`src/hdl/srrc_pkg.sv`:
```
`timescale 1ns / 1ps
// Shared constants and types for the source route repeat check.
// Depends on nothing; used by srrc_store, source_route_repeat_check and tb_top.
package srrc_pkg;

    localparam int MAX_ADDRS = 16;
    localparam int CNT_W     = $clog2(MAX_ADDRS + 1);
    localparam int IDX_W     = $clog2(MAX_ADDRS);
    localparam int ADDR_W    = 32;
    localparam int STATUS_W  = 2;

    typedef logic [ADDR_W-1:0]   t_addr;
    typedef logic [CNT_W-1:0]    t_count;
    typedef logic [IDX_W-1:0]    t_index;
    typedef logic [STATUS_W-1:0] t_status;

    localparam t_status ST_CLEAN    = 2'd0;
    localparam t_status ST_REPEAT   = 2'd1;
    localparam t_status ST_OVERFLOW = 2'd2;

    localparam t_count COUNT_FULL = CNT_W'(MAX_ADDRS);

endpackage

```
`src/hdl/srrc_store.sv`:
```
`timescale 1ns / 1ps
// Address store for one route with a parallel compare against all valid entries.
// Depends on srrc_pkg.
module srrc_store (
    input  logic            i_clk,
    input  logic            i_we,
    input  srrc_pkg::t_index i_waddr,
    input  srrc_pkg::t_addr i_wdata,
    input  srrc_pkg::t_addr i_addr,
    input  srrc_pkg::t_count i_count,
    output logic            o_hit
);

    srrc_pkg::t_addr r_mem [srrc_pkg::MAX_ADDRS];
    logic [srrc_pkg::MAX_ADDRS-1:0] match;

    always_ff @(posedge i_clk) begin
        if (i_we) begin
            r_mem[i_waddr] <= i_wdata;
        end
    end

    // compare only entries below the fill count
    always_comb begin
        for (int i = 0; i < srrc_pkg::MAX_ADDRS; i++) begin
            match[i] = (srrc_pkg::CNT_W'(i) < i_count) && (r_mem[i] == i_addr);
        end
    end

    assign o_hit = |match;

endmodule

```
`src/hdl/source_route_repeat_check.sv`:
```
`timescale 1ns / 1ps
// Top level of the source route repeat check.
// Depends on srrc_pkg and srrc_store.
//
// Usage:
//   Input channel (i_valid, o_stall, i_addr, i_is_last) carries one route
//   address per beat: the source, then each hop, then the destination with
//   i_is_last set. A beat is taken when i_valid is high and o_stall is low.
//   Output channel (o_valid, i_stall, o_status) carries one status beat per
//   route, on its last address: clean, repeat, or overflow when the route
//   held more than MAX_ADDRS non-last addresses. Overflow wins over repeat.
//   A status beat goes through the input register, then the result register,
//   to o_valid. Throughput: one address per cycle while o_stall is low, set
//   by the parallel compare of the registered address to all stored entries.
//   When the receiver stalls, the status beat holds in the result register;
//   non-last addresses keep flowing, and a last address waits in the input
//   register until the result register frees, which raises o_stall.
//   Reset empties the route (count and marks cleared) and drops all beats;
//   store contents are not cleared, since only counted entries are compared.
module source_route_repeat_check (
    input  logic                  i_clk,
    input  logic                  i_rst_n,
    input  logic                  i_valid,
    output logic                  o_stall,
    input  srrc_pkg::t_addr       i_addr,
    input  logic                  i_is_last,
    output logic                  o_valid,
    input  logic                  i_stall,
    output srrc_pkg::t_status     o_status
);

    logic              r_in_valid;
    srrc_pkg::t_addr   r_addr;
    logic              r_last;
    srrc_pkg::t_count  r_count;
    logic              r_repeat;
    logic              r_overflow;
    logic              r_out_valid;
    srrc_pkg::t_status r_status;

    logic              n_in_valid;
    srrc_pkg::t_count  n_count;
    logic              n_repeat;
    logic              n_overflow;
    logic              n_out_valid;
    srrc_pkg::t_status n_status;

    logic hit;
    logic out_free;
    logic fire;
    logic full;
    logic we;
    logic in_take;

    assign out_free = !r_out_valid || !i_stall;
    assign fire     = r_in_valid && (!r_last || out_free);
    assign o_stall  = r_in_valid && !fire;
    assign in_take  = i_valid && !o_stall;
    assign full     = (r_count == srrc_pkg::COUNT_FULL);
    assign we       = fire && !r_last && !full;

    srrc_store u_store (
        .i_clk   (i_clk),
        .i_we    (we),
        .i_waddr (r_count[srrc_pkg::IDX_W-1:0]),
        .i_wdata (r_addr),
        .i_addr  (r_addr),
        .i_count (r_count),
        .o_hit   (hit)
    );

    always_comb begin
        n_in_valid  = in_take ? 1'b1 : (r_in_valid && !fire);
        n_count     = r_count;
        n_repeat    = r_repeat;
        n_overflow  = r_overflow;
        n_out_valid = r_out_valid && i_stall;
        n_status    = r_status;
        if (fire) begin
            if (r_last) begin
                n_out_valid = 1'b1;
                if (r_overflow) begin
                    n_status = srrc_pkg::ST_OVERFLOW;
                end else if (r_repeat || hit) begin
                    n_status = srrc_pkg::ST_REPEAT;
                end else begin
                    n_status = srrc_pkg::ST_CLEAN;
                end
                n_count    = '0;
                n_repeat   = 1'b0;
                n_overflow = 1'b0;
            end else begin
                n_repeat = r_repeat || hit;
                if (full) begin
                    n_overflow = 1'b1;
                end else begin
                    n_count = r_count + srrc_pkg::CNT_W'(1);
                end
            end
        end
    end

    always_ff @(posedge i_clk) begin
        if (!i_rst_n) begin
            r_in_valid  <= 1'b0;
            r_count     <= '0;
            r_repeat    <= 1'b0;
            r_overflow  <= 1'b0;
            r_out_valid <= 1'b0;
        end else begin
            r_in_valid  <= n_in_valid;
            r_count     <= n_count;
            r_repeat    <= n_repeat;
            r_overflow  <= n_overflow;
            r_out_valid <= n_out_valid;
        end
    end

    always_ff @(posedge i_clk) begin
        if (in_take) begin
            r_addr <= i_addr;
            r_last <= i_is_last;
        end
        r_status <= n_status;
    end

    assign o_valid  = r_out_valid;
    assign o_status = r_status;

endmodule

```
`config.mk`:
```
export PLATFORM = sky130hd
export DESIGN_NAME = source_route_repeat_check
export DESIGN_NICKNAME = d
export VERILOG_FILES = /design/src/hdl/srrc_pkg.sv /design/src/hdl/srrc_store.sv /design/src/hdl/source_route_repeat_check.sv
export SDC_FILE = /design/constraint.sdc
export NUM_CORES = 1
export LEC_CHECK = 0
export BUFFER_PORTS_ARGS = -buffer_cell sky130_fd_sc_hd__buf_2
export CORE_ASPECT_RATIO = 1.5
export CORE_MARGIN = 1
export CORE_UTILIZATION = 57
export CTS_CLUSTER_SIZE = 8
export DETAILED_ROUTE_END_ITERATION = 12
export PLACE_DENSITY = 0.76
export SYNTH_ARGS = -nofsm -noshare
export SYNTH_HDL_FRONTEND = slang
export SYNTH_HIERARCHICAL = 1
export SYNTH_SLANG_ARGS = --single-unit
```
`constraint.sdc`:
```
create_clock -name i_clk -period 5.35 [get_ports i_clk]
set_input_delay 0.535 -clock i_clk [delete_from_list [all_inputs] [get_ports i_clk]]
set_output_delay 0.535 -clock i_clk [all_outputs]
set_load 0.05 [all_outputs]
```
==> flow_summary.yaml, run 1 <==
pwr:
  combPwrFrac: 0.046
  p_sw_mw: 2.093
  p_leak_nw: 8.374
  total_power_mw: 9.825
  intPower_mw: 7.732
  clkPwrFrac: 0.457
  powerDensity_nw_per_um2: 371.9
  pwr-share-seq: 0.497
  switching_share: 0.2130
  ir_drop_v: 0.0002786
grt:
  grtUsageTotal: 0.2749
  grt_pass1_wl_mm: 82.81
  grt_pass1_vias: 13010
  antenna_found_initial: 0
  grt_overflow: 0
  grt_max_degree: 34
sta:
  hold_viol_final: 0
  fin_crit_ps: 3421
  setup_tns_ps: 0
  maxSlewHeadroom: 0.2225
  min_period_over_period: 0.6395
  tightest_slew_ps: 1166
  rsz0062_at_grt: "false"
  hold_ws_ps: 101.4
  finalSetupViolations: 0
  fmax_mhz: 292.3
  finalMaxSlewViolations: 0
  finalClockSkew_ps: 23.79
synthesis:
  synth_top_area_share: 0.7037
  ys_seq_area_frac: 0.7114
  synth_cell_types: 44
  synth.most_common_cell: "edfxtp_1"
  netlist_instances: 1419
  syn_nets: 1458
  synthTopCellsByArea: "edfxtp_1 70%, xnor2_1 12%, xor2_1 7.1%, nand4_1 2.4%, buf_4 2.1%"
  async_flop_share: 0
  postSynthAreaPerCell_sq_um: 16.45
  syn_area_sq_um: 23340
  synth-seq-cells: 556
  synth_warnings: 6
  synth-edff-count: 547
  synth_top_flop_cell: "edfxtp_1"
  synth_common_cells: "547 x edfxtp_1, 321 x xnor2_1, 190 x xor2_1, 89 x nand4_1, 65 x buf_4"
  yosys.area.top_type: "edfxtp_1"
clock_network:
  cts_resized: 0
  cts_max_path_buffers: 3
  tritoncts: "built"
  clock_latency_ps: 610
  post_cts_buffers: 0
  htreeDepth: 3
  cts-root-buf: "clkbuf_16"
  cts_hold_buf: 0
  clk_pin_slew_ps: 50
  clock_sinks: 556
  cts_buffers: 79
die:
  die_h_microns: 249.8
  rows: 90
  ios: 41
  initial_core_util: 0.5790
  dieArea_sq_um: 41780
  die_x_microns: 167.2
  core_sq_um: 40310
final_layout:
  n_fill_cell: 2699
  drive_gt1_frac: 0.1369
  nets: 1567
  diodes: 0
  syn_to_final_growth_pct: 13.18
  post-route-util: 0.6553
critical_path:
  required_ps: 5850
  crit_chain: "buf_4 -> xor2_1 -> nor4_1 -> nand3_1 -> nor4_1 -> or4_1 -> or4_1 -> a21oi_1 -> nor2_1 -> o21a_1"
  worst_setup_path_start_kind: "flip-flop"
  critPathSlowestCell: "edfxtp_1"
  crit_path_max_incr_delay_ps: 1110
  worstPathArrival_ps: 3930
  path_class: "flip-flop to flip-flop"
  crit_fanout: 20
  end_kind: "flip-flop"
drt:
  ant_nets: 0
  drt_wl_total_mm: 55.63
  drc: 0
  avgViaCountPerCell: 6.087
  vias: 12550
  drtIter0Drc: 1177
  dr.pass1.iters: 5
  wl_per_cell_microns: 26.98
hold_path:
  hold_class: "input port to flip-flop"
placement:
  gp_congestion: 0.8517
  dp_hpwl_mm: 33.14
  numPortBuffers: 40
run:
  drv_cap: 0
run_status:
  run_status: "finished, final reports clean"
-- worst max-delay path, delay by kind of cell (launching register included) --
| family | cells | cell delay, ps |
|---|---|---|
| AND/OR/NAND/NOR | 6 | 1230 |
| AO/OA/AOI/OAI | 2 | 380 |
| buffers and inverters | 1 | 420 |
| XOR/XNOR | 1 | 170 |
| flip-flops | 1 | 1110 |
-- layout make-up --
type	instances	area, sq um	area share
sequential	556	16610	0.6286
multi-input combinational	785	6269	0.2373
clock buffer	102	2085	0.07890
timing repair buffer	100	688.2	0.02605
tap	506	633.1	0.02396
clock inverter	7	116.4	0.004404
inverter	6	22.52	0.0008525
-- path summary, 6_finish.rpt --
check	from	endpoint	slack [ps]	cells after the start
max	r_addr[11]	r_repeat	1930	10
min	i_is_last	r_last	100	1
max reg2reg	r_addr[11]	r_repeat	1930	10
min reg2reg	r_overflow	o_status[1]	470	0
-- cell families (layout without fill, tap and decap cells) --
family                     count (synthesis)  after routing  synth area share
and+or+nand+nor                          241            241           0.06272
xor gates and xnor gates                 511            511            0.1917
DFF                                      556            556            0.7114
muxes                                      3              3          0.001287
buffers and inverters                     78            215           0.02348
adders and majority gates                  2              2          0.001072
AOI/OAI and AO/OA                         28             28          0.008309
-- metal layers --
layer / wire length (microns) / GRT usage / up-vias / part of all wire
li1: - / - / 5421 / -
met1: 20640 / 0.3294 / 6450 / 0.37
met2: 28700 / 0.4760 / 555 / 0.52
met3: 3596 / 0.04393 / 125 / 0.065
met4: 2700 / 0.1486 / 0 / 0.049
met5: 0 / 0 / - / 0
-- state kept, by name, summed over array words and instances, names as in the netlist --
register	flops
o_status	2
o_valid	1
r_addr	32
r_count	5
r_in_valid	1
r_last	1
r_overflow	1
r_repeat	1
u_store/r_mem	512
-- layout by cell type (no fill, tap or decap), types with 2 or more instances in the layout --
cell type	count
or4_1	3
nor4_1	61
o21a_1	3
xnor2_1	321
mux2i_1	3
a2111oi_0	2
nand3b_1	3
nand2b_1	5
inv_1	6
ha_1	2
buf_12	3
nor2_1	7
nor3_1	12
nor3_2	10
xor2_1	190
or2_1	2
nor2_2	5
inv_6	2
nor3b_2	2
nand3_1	20
clkinv_8	3
o2111ai_1	3
o22ai_1	3
nor2b_1	2
nor4_2	2
edfxtp_1	547
clkbuf_16	80
buf_2	40
dfxtp_1	9
clkbuf_1	22
nand2_1	9
a21boi_0	3
buf_4	57
nand4_1	89
a21oi_1	8
-- metrics by stage --
step,worst slack (ps),cell area (sq um),instances
6_report,1929,26420,2062
5_1_grt,1779,26420,2062
2_1_floorplan,384.5,23340,1419
3_5_place_dp,1944,24220,1953
3_3_place_gp,1948,24220,1953
4_1_cts,1909,26420,2062
-- power by group through the flow --
stage / sequential, mW / combinational (mW) / clock (mW)
after global placement: 4.96 / 0.434 / 0
after global routing: 4.88 / 0.476 / 4.70
after CTS: 4.88 / 0.451 / 4.54
after floorplan: 4.95 / 0.296 / 0
final: 4.88 / 0.451 / 4.49
after detailed placement: 4.97 / 0.446 / 0
Note: power is estimated with default switching activity, not from simulation.
==> inputs of run 2 (changes only) <==
CORE_UTILIZATION = 60   (was 57)
PLACE_DENSITY = 0.77   (was 0.76)
clock period = 3.3 ns   (was 5.35 ns; I/O delays follow)
==> run 2 against run 1 <==
Clock skew fell by 8.4 ps. Sequential share of layout area down 2.2 points. Via count increased by 2.4%. Power is 63% higher. Critical path type unchanged. Critical endpoint unchanged.
==> flow_summary.yaml, run 2 (synthesized netlist as in run 1, its figures left out) <==
final_layout:
  mostFrequentLayoutCells: "547 x edfxtp_1, 321 x xnor2_1, 190 x xor2_1, 90 x buf_4, 89 x nand4_1"
  top_register: "u_store/r_mem"
  layout.cells.non_filler: 2129
  largest_reg_flops: 512
  nets: 1652
  layout_commonest_cell: "edfxtp_1"
  top_regs: "u_store/r_mem (512), r_addr (32), r_count (5)"
  drive_gt1_frac: 0.1616
  diodes: 0
  stdcell_area_sq_um: 27360
  post-route-util: 0.7120
  n_fill_cell: 2282
  syn_to_final_growth_pct: 17.21
placement:
  placedCellCount: 1993
  place_ws_ps: 418.7
  numPortBuffers: 40
  dp_hpwl_mm: 34.01
  place_area_sq_um: 24830
  gp_congestion: 0.8318
sta:
  maxSlewHeadroom: 0.5504
  tightest_slew_ps: 657.4
  fin_ws_ps: 259.7
  finalClockSkew_ps: 15.40
  setup_tns_ps: 0
  fmax_mhz: 328.9
  fin_crit_ps: 3040
  rsz0062_at_grt: "false"
  hold_viol_final: 0
  min_period_over_period: 0.9213
  finalMaxSlewViolations: 0
  finalSetupViolations: 0
  hold_ws_ps: 78.38
hold_path:
  hold_class: "input port to flip-flop"
  hold_depth: 2
drt:
  avgViaCountPerCell: 6.039
  drtIter0Drc: 1065
  wl_met3_mm: 3.471
  vias: 12860
  drt_wl_total_mm: 55.93
  wl_met2_mm: 28.36
  wl_per_cell_microns: 26.27
  ant_nets: 0
  top_layer: "met4"
  met1_length_mm: 21.18
  dr.pass1.iters: 5
  drc: 0
pwr:
  powerDensity_nw_per_um2: 586.1
  total_power_mw: 16.03
  ir_drop_v: 0.0004780
  p_leak_nw: 8.854
critical_path:
  reg2reg_depth: 11
  required_ps: 3830
  path_class: "flip-flop to flip-flop"
  worst_setup_path_start_kind: "flip-flop"
  crit_fanout: 13
  worstPathArrival_ps: 3570
  end_kind: "flip-flop"
die:
  die_h_microns: 243.6
  initial_core_util: 0.6074
  ios: 41
  rows: 88
  die_x_microns: 163.0
  dieArea_sq_um: 39710
  core_sq_um: 38430
grt:
  grt_overflow: 0
  grt_pass1_wl_mm: 83.70
  grt_max_degree: 34
  grt_pass1_vias: 13480
  grtUsageTotal: 0.2942
  antenna_found_initial: 0
clock_network:
  tritoncts: "built"
  cts_max_path_buffers: 3
  cts_buffers: 79
  clock_sinks: 556
  htreeDepth: 3
  clock_latency_ps: 600
  cts-root-buf: "clkbuf_16"
  post_cts_buffers: 0
  clk_pin_slew_ps: 50
  cts_resized: 0
run_status:
  run_status: "finished, final reports clean"
run:
  drv_cap: 0
-- run 2: power by group --
group          switching (mW)  total [mW]  internal, mW
logic                   0.523       0.875         0.353
registers              0.0630        7.89          7.82
clock network            2.74        7.27          4.53
-- run 2: repair_timing --
item / 4_1_cts / 5_1_grt
hold endpoints to repair: 34 / 0
setup endpoints to repair: 0 / 0
hold buffers: 34 / 0
-- run 2: worst paths after layout --
check | start | slack (ps) | endpoint
max | r_addr[23] | 260 | r_repeat
min | i_rst_n | 80 | r_in_valid
max reg2reg | r_addr[23] | 260 | r_repeat
min reg2reg | r_overflow | 470 | o_status[1]
-- run 2: critical path, stage by stage, from the launching register on --
cell and delay, ps:
edfxtp_1 690, buf_4 340, xnor2_1 150, nand4_1 120, nor4_1 540, buf_4 220
nand4_1 190, nand4_1 180, or4_1 200, a21oi_1 80, nor2_1 120, o21a_1 130
-- run 2: layout make-up --
cell class,instances,area [sq um],area share
repair buffers,185,1637,0.05982
clock inverters,4,56.30,0.002058
multi-input cells,785,6286,0.2298
well taps,495,619.3,0.02264
clock buffers,98,2133,0.07797
flip-flops and latches,556,16610,0.6069
inverters,6,22.52,0.0008232
-- run 2: per-layer routing --
layer	vias to the layer above	global-route usage
li1	5594	-
met1	6539	0.3657
met2	570	0.4891
met3	153	0.04648
met4	0	0.1668
met5	-	0
==> inputs of run 3 (changes only) <==
PLACE_DENSITY = 0.83   (was 0.77)
==> run 3 against run 2 <==
The run now ends with DRC left. Clock-buffer cell count fell by 1. Global-route usage rose by 0.50 points. Design area rose by 0.13%. Register-to-register slack got worse by 70 ps. Flip-flop and latch count did not move. Routed wire length rose by 2.5%. Highest routed layer is now met5.
==> flow_summary.yaml, run 3 (synthesized netlist as in run 1, its figures left out) <==
run_status:
  run_status: "complete, but fails checks"
  failed_checks: "DRC"
final_layout:
  syn_to_final_growth_pct: 17.36
  multi_input_area_sq_um: 6286
  layout_commonest_cell: "edfxtp_1"
  n_fill_cell: 2117
  stdcell_area_sq_um: 27400
  drive_gt1_frac: 0.1620
  top_regs: "u_store/r_mem (512), r_addr (32), r_count (5)"
  largest_reg_flops: 512
  mostFrequentLayoutCells: "547 x edfxtp_1, 321 x xnor2_1, 190 x xor2_1, 89 x buf_4, 89 x nand4_1"
  ff_latch_area_sq_um: 16610
  diodes: 0
  nets: 1658
  top_register: "u_store/r_mem"
critical_path:
  setup.worst_path.end: "o_status[0]"
  rr_endpoint: "o_status[0]"
  worst_setup_path_start_kind: "flip-flop"
  worstReg2RegStart: "r_addr[26]"
  ff2ff_setup_slack_ps: 190
  required_ps: 3640
  worstPathArrival_ps: 3460
  path_class: "flip-flop to flip-flop"
  end_kind: "flip-flop"
  crit_fanout: 15
  reg2reg_depth: 10
  critPathLaunch: "r_addr[26]"
clock_network:
  clock_latency_ps: 590
  clk_pin_slew_ps: 50
  tritoncts: "built"
  cts-root-buf: "clkbuf_16"
  cts_resized: 0
  clock_sinks: 556
  post_cts_buffers: 0
  htreeDepth: 3
  cts_max_path_buffers: 3
  cts_buffers: 79
drt:
  drtIter0Drc: 1542
  avgViaCountPerCell: 6.219
  ant_nets: 0
  drt_wl_total_mm: 57.35
  dr.pass1.iters: 11
  drc: 2
  vias: 13250
  wl_per_cell_microns: 26.91
grt:
  antenna_found_initial: 1
  grt_overflow: 0
  grt_pass1_wl_mm: 84.99
  grtUsageTotal: 0.2992
  grt_max_degree: 34
  grt_pass1_vias: 13730
sta:
  tightest_slew_ps: 850.9
  hold_viol_final: 0
  fmax_mhz: 321.0
  maxSlewHeadroom: 0.4327
  fin_crit_ps: 3115
  fin_ws_ps: 185.1
  min_period_over_period: 0.9439
  finalSetupViolations: 0
  finalMaxSlewViolations: 0
  finalClockSkew_ps: 12.72
  rsz0062_at_grt: "false"
pwr:
  ir_drop_v: 0.0004282
  powerDensity_nw_per_um2: 577.9
  p_leak_nw: 8.861
die:
  die_h_microns: 243.6
  initial_core_util: 0.6074
  rows: 88
  die_x_microns: 163.0
  dieArea_sq_um: 39710
  core_sq_um: 38430
  ios: 41
placement:
  dp_hpwl_mm: 33.64
  numPortBuffers: 40
  place_ws_ps: 296.9
  gp_congestion: 0.8126
  place_area_sq_um: 24960
run:
  drv_cap: 0
hold_path:
  hold_class: "input port to flip-flop"
[run 3: cell type report]
class,count,area share
flip-flops and latches,556,0.6062
inverters,6,0.0008221
multi-input cells,785,0.2295
clock inverters,1,0.0001827
clock buffers,97,0.07618
well taps,495,0.02261
repair buffers,191,0.06458
[run 3: worst min path at each step]
stage                          start          end  slack, ps  depth (start not counted)
final                        i_rst_n   r_count[1]         80                          2
after global routing         i_rst_n     r_repeat        100                          2
after CTS                    i_rst_n     r_repeat         70                          2
after detailed placement  r_overflow  o_status[1]        450                          0
after global placement    r_overflow  o_status[1]        450                          0
after floorplan            i_addr[0]    r_addr[0]        430                          0
[run 3: routing by layer]
layer | part of all wire | wire (microns) | global-route usage | up-vias
met5 | 0.00021 | 12 | 0 | -
met4 | 0.060 | 3423 | 0.1910 | 2
met3 | 0.075 | 4274 | 0.04920 | 202
met2 | 0.51 | 29050 | 0.4986 | 772
met1 | 0.36 | 20590 | 0.3601 | 6686
li1 | - | - | - | 5590
[run 3: through the flow]
stage	TNS, ps	instances	power, mW	util	hold WS, ps
floorplan	-286480	1419	8.501	-	428.9
global placement	0	1999	8.826	0.6496	449.6
detailed placement	0	1999	8.858	0.6496	454.5
CTS	0	2131	15.88	0.7129	74.87
global route	0	2131	16.20	0.7129	95.98
finish	0	2131	15.83	0.7129	81.78
[run 3: timing repair]
item | 4_1_cts | 5_1_grt
endpoints found under the hold margin | 34 | 0
hold buffers | 34 | 0
setup endpoints to repair | 0 | 0
[run 3: power breakdown]
| group | switching, mW | internal, mW |
|---|---|---|
| sequential | 0.0865 | 7.82 |
| combinational | 0.512 | 0.364 |
| clock | 2.71 | 4.34 |
| total | 3.30 | 12.5 |
[run 3: critical path, stage by stage (launching register included)]
cell and delay, ps:
edfxtp_1 890, buf_12 250, xor2_1 190, nor4_1 90, nand4_1 90, nor4_1 80, or4_1 470, or4_1 510
buf_4 170, nor2_1 80, nor2_1 40
